### config.mk
export PLATFORM = sky130hd
export DESIGN_NAME = ws2812_pulse_encoder_top
export DESIGN_NICKNAME = d
export VERILOG_FILES = /design/src/wspe_pkg.sv /design/src/wspe_regs.sv /design/src/wspe_engine.sv /design/src/ws2812_pulse_encoder_top.sv
export SDC_FILE = /design/constraint.sdc
export NUM_CORES = 1
export LEC_CHECK = 0
export BUFFER_PORTS_ARGS = -buffer_cell sky130_fd_sc_hd__buf_2
export CAP_MARGIN = 5
export CORE_UTILIZATION = 35
export DETAILED_ROUTE_END_ITERATION = 7
export PLACE_DENSITY = 0.6
export SYNTH_ARGS = -nofsm -noshare
export SYNTH_HDL_FRONTEND = slang
export SYNTH_HIERARCHICAL = 1
export SYNTH_SLANG_ARGS = --single-unit
export TNS_END_PERCENT = 1
### constraint.sdc
create_clock -name clk -period 11.8 [get_ports clk]
set_input_delay 0 -clock clk [delete_from_list [all_inputs] [get_ports clk]]
set_output_delay 0 -clock clk [all_outputs]
set_load 0.1 [all_outputs]
### src/wspe_pkg.sv
// ----------------------------------------------------------------------------
// wspe_pkg
// Shared types and constants for the single-wire LED pulse encoder.
// ----------------------------------------------------------------------------
package wspe_pkg;

	localparam int unsigned WORD_BITS = 24;
	localparam int unsigned BIT_IDX_W = 5;
	localparam int unsigned TICK_W    = 16;
	localparam int unsigned PULSE_W   = 8;
	localparam int unsigned PIX_W     = 8;
	localparam int unsigned ADDR_W    = 5;
	localparam int unsigned DATA_W    = 32;

	// Register reset values
	localparam logic [PULSE_W-1:0] ZERO_HIGH_RST = 8'd2;
	localparam logic [PULSE_W-1:0] ZERO_LOW_RST  = 8'd7;
	localparam logic [PULSE_W-1:0] ONE_HIGH_RST  = 8'd6;
	localparam logic [PULSE_W-1:0] ONE_LOW_RST   = 8'd3;
	localparam logic [TICK_W-1:0]  PRE_LOW_RST   = 16'd0;

	// Register index (paddr[4:2])
	typedef enum logic [2:0] {
		REG_ZERO_HIGH = 3'd0,
		REG_ZERO_LOW  = 3'd1,
		REG_ONE_HIGH  = 3'd2,
		REG_ONE_LOW   = 3'd3,
		REG_PRE_LOW   = 3'd4
	} reg_idx_t;

	typedef enum logic [3:0] {
		PH_IDLE   = 4'b0001,
		PH_PRELOW = 4'b0010,
		PH_HIGH   = 4'b0100,
		PH_LOW    = 4'b1000
	} phase_t;

	typedef struct packed {
		logic [TICK_W-1:0]  pre_low;
		logic [PULSE_W-1:0] one_low;
		logic [PULSE_W-1:0] one_high;
		logic [PULSE_W-1:0] zero_low;
		logic [PULSE_W-1:0] zero_high;
	} cfg_t;

	typedef struct packed {
		logic [7:0]       blue;
		logic [7:0]       red;
		logic [7:0]       green;
		logic [PIX_W-1:0] pixel_count;
		logic             action;
	} item_t;

	typedef struct packed {
		logic start_rejected;
		logic frame_done;
		logic busy_res;
		logic line_level;
	} res_t;

endpackage

### src/wspe_regs.sv
// ----------------------------------------------------------------------------
// wspe_regs
// APB register file holding the pulse widths and the pre-low time.
// ----------------------------------------------------------------------------
module wspe_regs
	import wspe_pkg::*;
(
	input  logic              clk,
	input  logic              arst_n,
	input  logic              psel,
	input  logic              penable,
	input  logic              pwrite,
	input  logic [ADDR_W-1:0] paddr,
	input  logic [DATA_W-1:0] pwdata,
	output logic [DATA_W-1:0] prdata,
	output logic              pready,
	output cfg_t              cfg
);

	cfg_t     cfg_q;
	reg_idx_t idx;
	logic     wr_en;

	assign pready = 1'b1;
	assign idx    = reg_idx_t'(paddr[ADDR_W-1:2]);
	assign wr_en  = psel && penable && pwrite && pready;
	assign cfg    = cfg_q;

	always_ff @(posedge clk or negedge arst_n) begin
		if (!arst_n) begin
			cfg_q.zero_high <= ZERO_HIGH_RST;
			cfg_q.zero_low  <= ZERO_LOW_RST;
			cfg_q.one_high  <= ONE_HIGH_RST;
			cfg_q.one_low   <= ONE_LOW_RST;
			cfg_q.pre_low   <= PRE_LOW_RST;
		end else if (wr_en) begin
			case (idx)
				REG_ZERO_HIGH: cfg_q.zero_high <= pwdata[PULSE_W-1:0];
				REG_ZERO_LOW:  cfg_q.zero_low  <= pwdata[PULSE_W-1:0];
				REG_ONE_HIGH:  cfg_q.one_high  <= pwdata[PULSE_W-1:0];
				REG_ONE_LOW:   cfg_q.one_low   <= pwdata[PULSE_W-1:0];
				REG_PRE_LOW:   cfg_q.pre_low   <= pwdata[TICK_W-1:0];
				default: ;
			endcase
		end
	end

	always_comb begin
		prdata = '0;
		case (idx)
			REG_ZERO_HIGH: prdata = {{(DATA_W-PULSE_W){1'b0}}, cfg_q.zero_high};
			REG_ZERO_LOW:  prdata = {{(DATA_W-PULSE_W){1'b0}}, cfg_q.zero_low};
			REG_ONE_HIGH:  prdata = {{(DATA_W-PULSE_W){1'b0}}, cfg_q.one_high};
			REG_ONE_LOW:   prdata = {{(DATA_W-PULSE_W){1'b0}}, cfg_q.one_low};
			REG_PRE_LOW:   prdata = {{(DATA_W-TICK_W){1'b0}}, cfg_q.pre_low};
			default:       prdata = '0;
		endcase
	end

endmodule

### src/wspe_engine.sv
// ----------------------------------------------------------------------------
// wspe_engine
// Frame state machine: advances one tick per request and registers the result.
// ----------------------------------------------------------------------------
module wspe_engine
	import wspe_pkg::*;
(
	input  logic  clk,
	input  logic  arst_n,
	input  cfg_t  cfg,
	input  logic  item_valid,
	input  item_t item,
	output logic  item_take,
	output logic  res_valid,
	output res_t  res,
	input  logic  res_ready
);

	phase_t                 phase_q;
	logic [TICK_W-1:0]      tick_q;
	logic [BIT_IDX_W-1:0]   bit_q;
	logic [PIX_W-1:0]       pix_q;
	logic [WORD_BITS-1:0]   word_q;
	logic                   res_valid_q;
	res_t                   res_q;

	phase_t                 ph_n;
	logic [TICK_W-1:0]      tick_n;
	logic [BIT_IDX_W-1:0]   bit_n;
	logic [PIX_W-1:0]       pix_n;
	logic [WORD_BITS-1:0]   word_n;
	res_t                   res_n;

	assign item_take = item_valid && (!res_valid_q || res_ready);
	assign res_valid = res_valid_q;
	assign res       = res_q;

	always_comb begin
		logic                 cur;
		logic [TICK_W-1:0]    len;
		logic [TICK_W-1:0]    tick_inc;
		logic [BIT_IDX_W-1:0] bit_inc;
		logic [PIX_W-1:0]     pix_dec;

		ph_n   = phase_q;
		tick_n = tick_q;
		bit_n  = bit_q;
		pix_n  = pix_q;
		word_n = word_q;
		res_n  = '0;

		if (item.action && phase_q != PH_IDLE) begin
			res_n.start_rejected = 1'b1;
		end else if (item.action) begin
			pix_n  = item.pixel_count;
			word_n = {item.green, item.red, item.blue};
			bit_n  = '0;
			tick_n = '0;
			if (cfg.pre_low != '0) begin
				ph_n = PH_PRELOW;
			end else if (item.pixel_count != '0) begin
				ph_n = PH_HIGH;
			end else begin
				res_n.frame_done = 1'b1;
			end
		end

		// bit index never passes the word end, but an out-of-range index sends zero
		cur = (bit_n < BIT_IDX_W'(WORD_BITS)) ?
			word_n[BIT_IDX_W'(WORD_BITS - 1) - bit_n] : 1'b0;

		case (ph_n)
			PH_PRELOW: len = cfg.pre_low;
			PH_HIGH:   len = {{(TICK_W-PULSE_W){1'b0}}, cur ? cfg.one_high : cfg.zero_high};
			default:   len = {{(TICK_W-PULSE_W){1'b0}}, cur ? cfg.one_low : cfg.zero_low};
		endcase

		tick_inc = tick_n + 1'b1;
		bit_inc  = bit_n + 1'b1;
		pix_dec  = pix_n - 1'b1;

		if (ph_n != PH_IDLE) begin
			res_n.busy_res   = 1'b1;
			res_n.line_level = (ph_n == PH_HIGH);
			tick_n           = tick_inc;
			if (tick_inc >= len) begin
				tick_n = '0;
				case (ph_n)
					PH_PRELOW: begin
						bit_n = '0;
						if (pix_n != '0) begin
							ph_n = PH_HIGH;
						end else begin
							ph_n             = PH_IDLE;
							res_n.frame_done = 1'b1;
						end
					end
					PH_HIGH: begin
						ph_n = PH_LOW;
					end
					default: begin
						if (bit_inc >= BIT_IDX_W'(WORD_BITS)) begin
							bit_n = '0;
							pix_n = pix_dec;
							if (pix_dec == '0) begin
								ph_n             = PH_IDLE;
								res_n.frame_done = 1'b1;
							end else begin
								ph_n = PH_HIGH;
							end
						end else begin
							bit_n = bit_inc;
							ph_n  = PH_HIGH;
						end
					end
				endcase
			end
		end
	end

	always_ff @(posedge clk or negedge arst_n) begin
		if (!arst_n) begin
			phase_q     <= PH_IDLE;
			tick_q      <= '0;
			bit_q       <= '0;
			pix_q       <= '0;
			word_q      <= '0;
			res_valid_q <= 1'b0;
		end else begin
			if (item_take) begin
				phase_q <= ph_n;
				tick_q  <= tick_n;
				bit_q   <= bit_n;
				pix_q   <= pix_n;
				word_q  <= word_n;
			end
			if (item_take) begin
				res_valid_q <= 1'b1;
			end else if (res_ready) begin
				res_valid_q <= 1'b0;
			end
		end
	end

	always_ff @(posedge clk) begin
		if (item_take) begin
			res_q <= res_n;
		end
	end

endmodule

### src/ws2812_pulse_encoder_top.sv
// ----------------------------------------------------------------------------
// ws2812_pulse_encoder_top
// Single-wire LED line encoder, one output level per input tick.
// ----------------------------------------------------------------------------
// Each request on the input stream is one tick of the line waveform and gives
// exactly one result. One request is taken per clock cycle when the output
// side is ready; each request passes the input register, then the frame state
// update into the result register, before its result shows up.
// Throughput is set by the state update of the frame engine, which stalls only while its result waits.
// A start (tuser high) while a frame runs is dropped and flagged, and counts
// as an ordinary tick of that frame. tlast marks the tick that ends a frame.
module ws2812_pulse_encoder_top
	import wspe_pkg::*;
(
	input  logic              clk,
	input  logic              arst_n,
	input  logic              s_axis_tvalid,
	output logic              s_axis_tready,
	input  logic [31:0]       s_axis_tdata,  // pixel_count, green, red, blue
	input  logic              s_axis_tuser,  // action (1 = start frame)
	output logic              m_axis_tvalid,
	input  logic              m_axis_tready,
	output logic [7:0]        m_axis_tdata,  // line_level, busy_res, start_rejected, 0 pad
	output logic              m_axis_tlast,  // frame_done
	input  logic              psel,
	input  logic              penable,
	input  logic              pwrite,
	input  logic [ADDR_W-1:0] paddr,
	input  logic [DATA_W-1:0] pwdata,
	output logic [DATA_W-1:0] prdata,
	output logic              pready
);

	cfg_t  cfg;
	logic  valid_s1;
	item_t item_s1;
	logic  item_take;
	logic  res_valid;
	res_t  res;

	wspe_regs u_regs (
		.clk     (clk),
		.arst_n  (arst_n),
		.psel    (psel),
		.penable (penable),
		.pwrite  (pwrite),
		.paddr   (paddr),
		.pwdata  (pwdata),
		.prdata  (prdata),
		.pready  (pready),
		.cfg     (cfg)
	);

	assign s_axis_tready = !valid_s1 || item_take;

	always_ff @(posedge clk or negedge arst_n) begin
		if (!arst_n) begin
			valid_s1 <= 1'b0;
		end else if (s_axis_tready) begin
			valid_s1 <= s_axis_tvalid;
		end
	end

	always_ff @(posedge clk) begin
		if (s_axis_tready && s_axis_tvalid) begin
			item_s1.action      <= s_axis_tuser;
			item_s1.pixel_count <= s_axis_tdata[7:0];
			item_s1.green       <= s_axis_tdata[15:8];
			item_s1.red         <= s_axis_tdata[23:16];
			item_s1.blue        <= s_axis_tdata[31:24];
		end
	end

	wspe_engine u_engine (
		.clk        (clk),
		.arst_n     (arst_n),
		.cfg        (cfg),
		.item_valid (valid_s1),
		.item       (item_s1),
		.item_take  (item_take),
		.res_valid  (res_valid),
		.res        (res),
		.res_ready  (m_axis_tready)
	);

	assign m_axis_tvalid = res_valid;
	assign m_axis_tdata  = {5'b0, res.start_rejected, res.busy_res, res.line_level};
	assign m_axis_tlast  = res.frame_done;

endmodule

# After elaboration in Yosys (flattened, before gate mapping)
# Cells that the tools add are included.
# op_classes
order_cmp,4
mux,48
n_reduce_logical,21
add_sub_neg,4
n_eq_ne,8
# ops
cell,count
one-hot mux 16 bit (5 select lines),1
two-way mux 16 bit,4
two-way mux 8 bit,8
two-way mux 24 bit,2
one-hot mux 16 bit (2 select lines),1
two-way mux 5 bit,5
two-way mux 4 bit,6
"adder 16 x 1 -> 16 bit, second input constant",1
>= comparator 16 bit,1
nonzero test 16 bit,1
nonzero test 8 bit,2
two-way mux 1 bit,13
two-way mux 3 bit,4
one-hot mux 5 bit (2 select lines),1
AND reduction 2 bit,5
logical NOT 8 bit,1
"!= test 4 x 1 -> 1 bit, second input constant",2
one-hot mux 4 bit (2 select lines),1
"subtractor 8 x 1 -> 8 bit, second input constant",1
"equality test 3 x 2 -> 1 bit, second input constant",2
"less-than comparator 5 x 6 -> 1 bit, second input constant",1
"adder 5 x 1 -> 5 bit, second input constant",1
binary-select mux 1 bit (select 5 bit),1
">= comparator 5 bit, second input constant",1
13 further kinds,19
# totals
elab_cells,106
inputBits,77
regBits,144
out_inout_bits,44

# Longest topological paths before layout
# logic_depth
ltp_word,12
depth_mapped,23

# By module
# The synthesis kept the hierarchy.
# modules_own_cells
module,seq_area_each_um2,n_inst,area_per_inst_um2,cells_each
wspe_engine,1572.8,1,4722.0,512
wspe_regs,1211.2,1,2399.8,175
ws2812_pulse_encoder_top,1016.0,1,1086.0,43

# Worst setup path before layout
# Ideal clock, no wire load.
# synth_timing
kind,register to register
from,reg u_engine.phase_q[0]
to,reg u_engine.pix_q[3]
arrival_ns,4.988
required_ns,11.665
path_stages_with_launch,23
path_slack_ns,6.677
cell_sequence,dfstp_2 nor4b_4 nand2_4 buf_2 clkbuf_1 and2_1 ha_1 a211oi_1 o221ai_2 a21oi_1 nor2_4 mux2_2 a221oi_1 ha_1 a211oi_1 nand2_1 a31oi_1 o211ai_1 and3b_1 buf_2 buf_2 a41oi_1 o211ai_1
# synth_via
elab_chain_len,12
# synth_rtl
item,line_no,source
from (decl),wspe_engine.sv:19,phase_t phase_q;
from (signal assigned),wspe_engine.sv:131,phase_q <= ph_n;
!= test 4 x 1 -> 1 bit,wspe_engine.sv:52,if (item.action && phase_q != PH_IDLE) begin
logical AND 1 bit,wspe_engine.sv:52,
two-way mux 5 bit,wspe_engine.sv:52,
subtractor 5 bit,wspe_engine.sv:70,word_n[BIT_IDX_W'(WORD_BITS - 1) - bit_n] : 1'b0;
binary-select mux 1 bit (select 5 bit),wspe_engine.sv:70,
two-way mux 1 bit (not written as such),wspe_engine.sv:70,
two-way mux 1 bit,wspe_engine.sv:69,cur = (bit_n < BIT_IDX_W'(WORD_BITS)) ?
"two-way mux 8 bit, on equally long branches","wspe_engine.sv:75, wspe_engine.sv:74",
one-hot mux 16 bit (2 select lines),wspe_engine.sv:72,case (ph_n)
>= comparator 16 bit,wspe_engine.sv:86,if (tick_inc >= len) begin
two-way mux 8 bit,wspe_engine.sv:86,
two-way mux 8 bit *,wspe_engine.sv:82,if (ph_n != PH_IDLE) begin
to (signal assigned),wspe_engine.sv:134,pix_q <= pix_n;
to (decl),wspe_engine.sv:22,logic [PIX_W-1:0] pix_q;
# Every way passes the cells marked *; elsewhere a longest branch is shown, timed or not. The select of a mux whose other input is x is not followed.
# A chain may end at the register's enable or synchronous reset.

# Final worst setup path
# layout_timing
from,reg u_engine.phase_q[0]
to,reg u_engine.tick_q[1]
# layout_via
elab_chain_len,12
# layout_rtl
item,line_no,source
!= test 4 x 1 -> 1 bit,wspe_engine.sv:52,
logical AND 1 bit,wspe_engine.sv:52,
two-way mux 5 bit,wspe_engine.sv:52,
subtractor 5 bit,wspe_engine.sv:70,
binary-select mux 1 bit (select 5 bit),wspe_engine.sv:70,
two-way mux 1 bit (not written as such),wspe_engine.sv:70,
two-way mux 1 bit,wspe_engine.sv:69,
"two-way mux 8 bit, on equally long branches","wspe_engine.sv:75, wspe_engine.sv:74",
one-hot mux 16 bit (2 select lines),wspe_engine.sv:72,
>= comparator 16 bit,wspe_engine.sv:86,
two-way mux 16 bit,wspe_engine.sv:86,
two-way mux 16 bit *,wspe_engine.sv:82,
to (signal assigned),wspe_engine.sv:132,tick_q <= tick_n;
to (decl),wspe_engine.sv:20,logic [TICK_W-1:0] tick_q;
# Marked as above.

==> flow_summary.ini <==
[clock_tree]
worstSkewPairLatency_ns = 0.43
cts.path.max_buffers = 2
post-cts-setup-buffer-count = 0
cts_resized = 0
htree_levels = 4
cts.sinks = 144
cts.clk_slew.worst_paths_ns = 0.06
clock-root-buffer = clkbuf_16
hold_buffers = 52
numCtsBuffers = 17
cts_tree = done

[synthesis]
synth_compound_area_share_pct = 13.1
synth_cell_types = 82
netlist_area_um2 = 8210
synth_top_family_by_area = multiplexers
post_synth.cell_area_avg_um2 = 11.2
syn_inst = 730
synth_edf_count = 37
synth-main-ff-cell = dfrtp_1
synth_xor_area_share_pct = 1.92
ys_top_cells_by_area = dfrtp_1, edfxtp_1, mux2_2
synth.area.mux_share_pct = 16.0
synthAdderAreaFrac_pct = 3.51
async_reset_ff_share_pct = 74.3
synth-simple-area-share_pct = 14.3
ys_warn_count = 6
synth_top_area_share_pct = 29.9
yosysTopAreaCell = dfrtp_1
ys_seq_area_share_pct = 46.3
synth-seq-cells = 144

[floorplan]
core_um2 = 22800
start_util_pct = 35.9
rows = 55
dieArea_um2 = 24100
die_h_um = 155
die_x_um = 155
ios = 121

[timing]
rsz0062_at_grt = no
finalMaxSlewViolations = 0
final.min_clock_period_ns = 6.22
tns_ns = 0
fin_skew_ns = 0.0130
slew_headroom_pct = 20.4
finalSetupViolCount = 0
setup_slack_ns = 5.58
min_period_over_period_pct = 52.7
max_freq_ghz = 0.161
worst_pin_slew_ns = 1.19
hold_viol_final = 0

[cells_and_area]
diodes = 0
area_growth_syn_to_layout_pct = 20.5
instances_no_fill = 1172
nets = 946
drive_above_1_share_pct = 28.2
final-seq-area_um2 = 3800
multi_input_area_um2 = 4100
fill_cells = 2235
fin_util_pct = 43.3

[grt]
grt_usage_pct = 17.3
grt_pass1_wl_um = 32500
grt_max_degree = 62
antenna_found_initial = 0
grt_pass1_vias = 6044
overflow = 0

[power]
p_int_mw = 1.35
powerDensity_nw_per_um2 = 229
p_clk_share_pct = 24.2
swShare_pct = 40.6
p_sw_mw = 0.920
pwr-share-seq_pct = 33.1
comb_power_share_pct = 42.6
ir_worst_vdd_uv = 115
p_leak_nw = 4.22

[run_status]
status = completed

[critical_path]
cp.required_ns = 12.16
r2r_slack_ns = 5.58
setup.worst_path.end_class = register
ff2ff_path_depth = 18
cp-start-kind = register
worstPathArrival_ns = 6.58
rr_startpoint = u_engine/phase_q[0]
crit_fanout = 36
reg2reg_to = u_engine/tick_q[1]
crit_type = reg2reg

[drt]
drtIter0Drc = 312
routedWlPerCell_um = 16.8
wl_um = 19600
num_vias = 6138
routed_via_density = 5.24
drcViolationCount = 0
drtPass1Iterations = 5
drtAntennaViolNets = 0

[min_path]
hp-class = in2async

[place]
port_buffers = 80
post-place-cells = 1088
dp_hpwl_um = 13100
routabilityCongestion = 0.824
dp_slack_ns = 5.64

[run]
drv_cap = 0
Yosys cell counts, types with 9 or more instances:
cell	number
mux2i_1	16
a21oi_1	24
dfrtp_1	98
ha_1	23
nor2_1	39
o21ai_0	26
nand3_1	23
buf_2	10
nand4_1	11
nand2b_1	9
buf_4	24
clkbuf_1	23
xnor2_1	10
mux2_4	9
dfstp_2	9
inv_1	11
and2_1	17
nand2_1	59
edfxtp_1	37
mux2_2	76
a22o_1	10
worst max-delay path by stage:
stage                     cells past startpoint                 from  slack (ns)                   to
final                                        18  u_engine/phase_q[0]        5.58   u_engine/tick_q[1]
after global routing                         18  u_engine/phase_q[0]        5.22  u_engine/tick_q[14]
after CTS                                    18  u_engine/phase_q[0]        5.60   u_engine/tick_q[1]
after detailed placement                     18  u_engine/phase_q[0]        5.64   u_engine/tick_q[9]
after global placement                       18  u_engine/phase_q[0]        5.66   u_engine/tick_q[6]
after floorplan                              22  u_engine/phase_q[0]        6.68    u_engine/pix_q[3]
stage by stage:
stage / area, µm² / hold slack, ns / total power, mW
global placement: 8780 / 0.0560 / 1.70
CTS: 9890 / 0.143 / 2.29
global route: 9890 / 0.178 / 2.42
finish: 9890 / 0.125 / 2.27
floorplan: 8280 / -0.296 / 1.49
detailed placement: 8780 / 0.0561 / 1.71
power by group through the flow:
stage | combinational [mW] | sequential [mW] | clock [mW]
6_report | 0.967 | 0.751 | 0.550
5_1_grt | 1.06 | 0.772 | 0.585
4_1_cts | 0.971 | 0.753 | 0.564
3_5_place_dp | 0.954 | 0.760 | 0
3_3_place_gp | 0.941 | 0.757 | 0
2_1_floorplan | 0.762 | 0.727 | 0
flip-flops by register name, summed over array words and instances, names as in the netlist:
name and cells:
u_engine/pix_q 8, valid_s1 1, u_engine/tick_q 16, u_engine/res 4, u_engine/word_q 24, u_engine/res_valid 1
u_engine/bit_q 5, u_engine/phase_q 4, item_s1 33, u_regs/cfg 48
cells in the final DEF, fill, tap and decap left out, types with 6 or more instances in the layout:
cell type	Yosys	routed
mux2_2	76	76
xnor2_1	10	10
mux2_4	9	9
nor3_1	6	6
dfrtp_1	98	98
a221oi_1	6	6
nand3_1	23	23
dlygate4sd3_1	0	52
edfxtp_1	37	37
nand2b_1	9	9
inv_1	11	11
xor2_1	8	8
and3_1	7	7
nand4_1	11	11
mux2i_1	16	16
buf_2	10	79
o211ai_1	8	8
dfstp_2	9	9
nand2_1	59	59
ha_1	23	23
a21o_1	7	7
a22o_1	10	10
conb_1	3	22
a31oi_1	7	7
o21ai_0	26	26
nor2_1	39	39
a221o_1	7	7
inv_6	0	8
a21oi_1	24	23
nor4_1	6	6
and2_1	17	17
buf_4	24	6
clkbuf_16	0	17
critical path: stages, from the launching register on:
cell and delay, ns:
dfstp_2 0.59, nor4b_4 0.71, nand2_4 0.41, and2_1 0.30, ha_1 0.32, a211oi_1 0.28
o221ai_2 0.15, a21oi_1 0.44, nor2_4 0.17, mux2_2 0.30, a221oi_1 0.32, ha_1 0.31
a211oi_1 0.24, nand2_1 0.07, a31oi_1 0.26, o21a_1 0.20, o21ai_1 0.17, nor3_2 0.68
a22o_1 0.23
metal layers:
layer  global-route usage (%)  vias up  share of wire (%)
li1                         -     2926                  -
met1                     23.4     3066                 48
met2                     27.7      116                 48
met3                     3.04       30                2.5
met4                     6.79        0                2.0
met5                        0        -                  0
layout make-up:
| class | count | share of cell area (%) |
|---|---|---|
| repair buffers | 137 | 9.72 |
| well taps | 313 | 3.96 |
| clock inverters | 15 | 1.71 |
| inverters | 12 | 0.455 |
| multi-input cells | 534 | 41.4 |
| clock buffers | 17 | 4.30 |
| flip-flops and latches | 144 | 38.4 |
cells by family after synthesis:
kind of cell,count (synthesis)
mux,109
flops,144
other cells,3
compound gates,146
xor+xnor,18
fa+ha+maj,23
buf+inv,71
simple gates,216
Power figures use the tool's default switching activity.
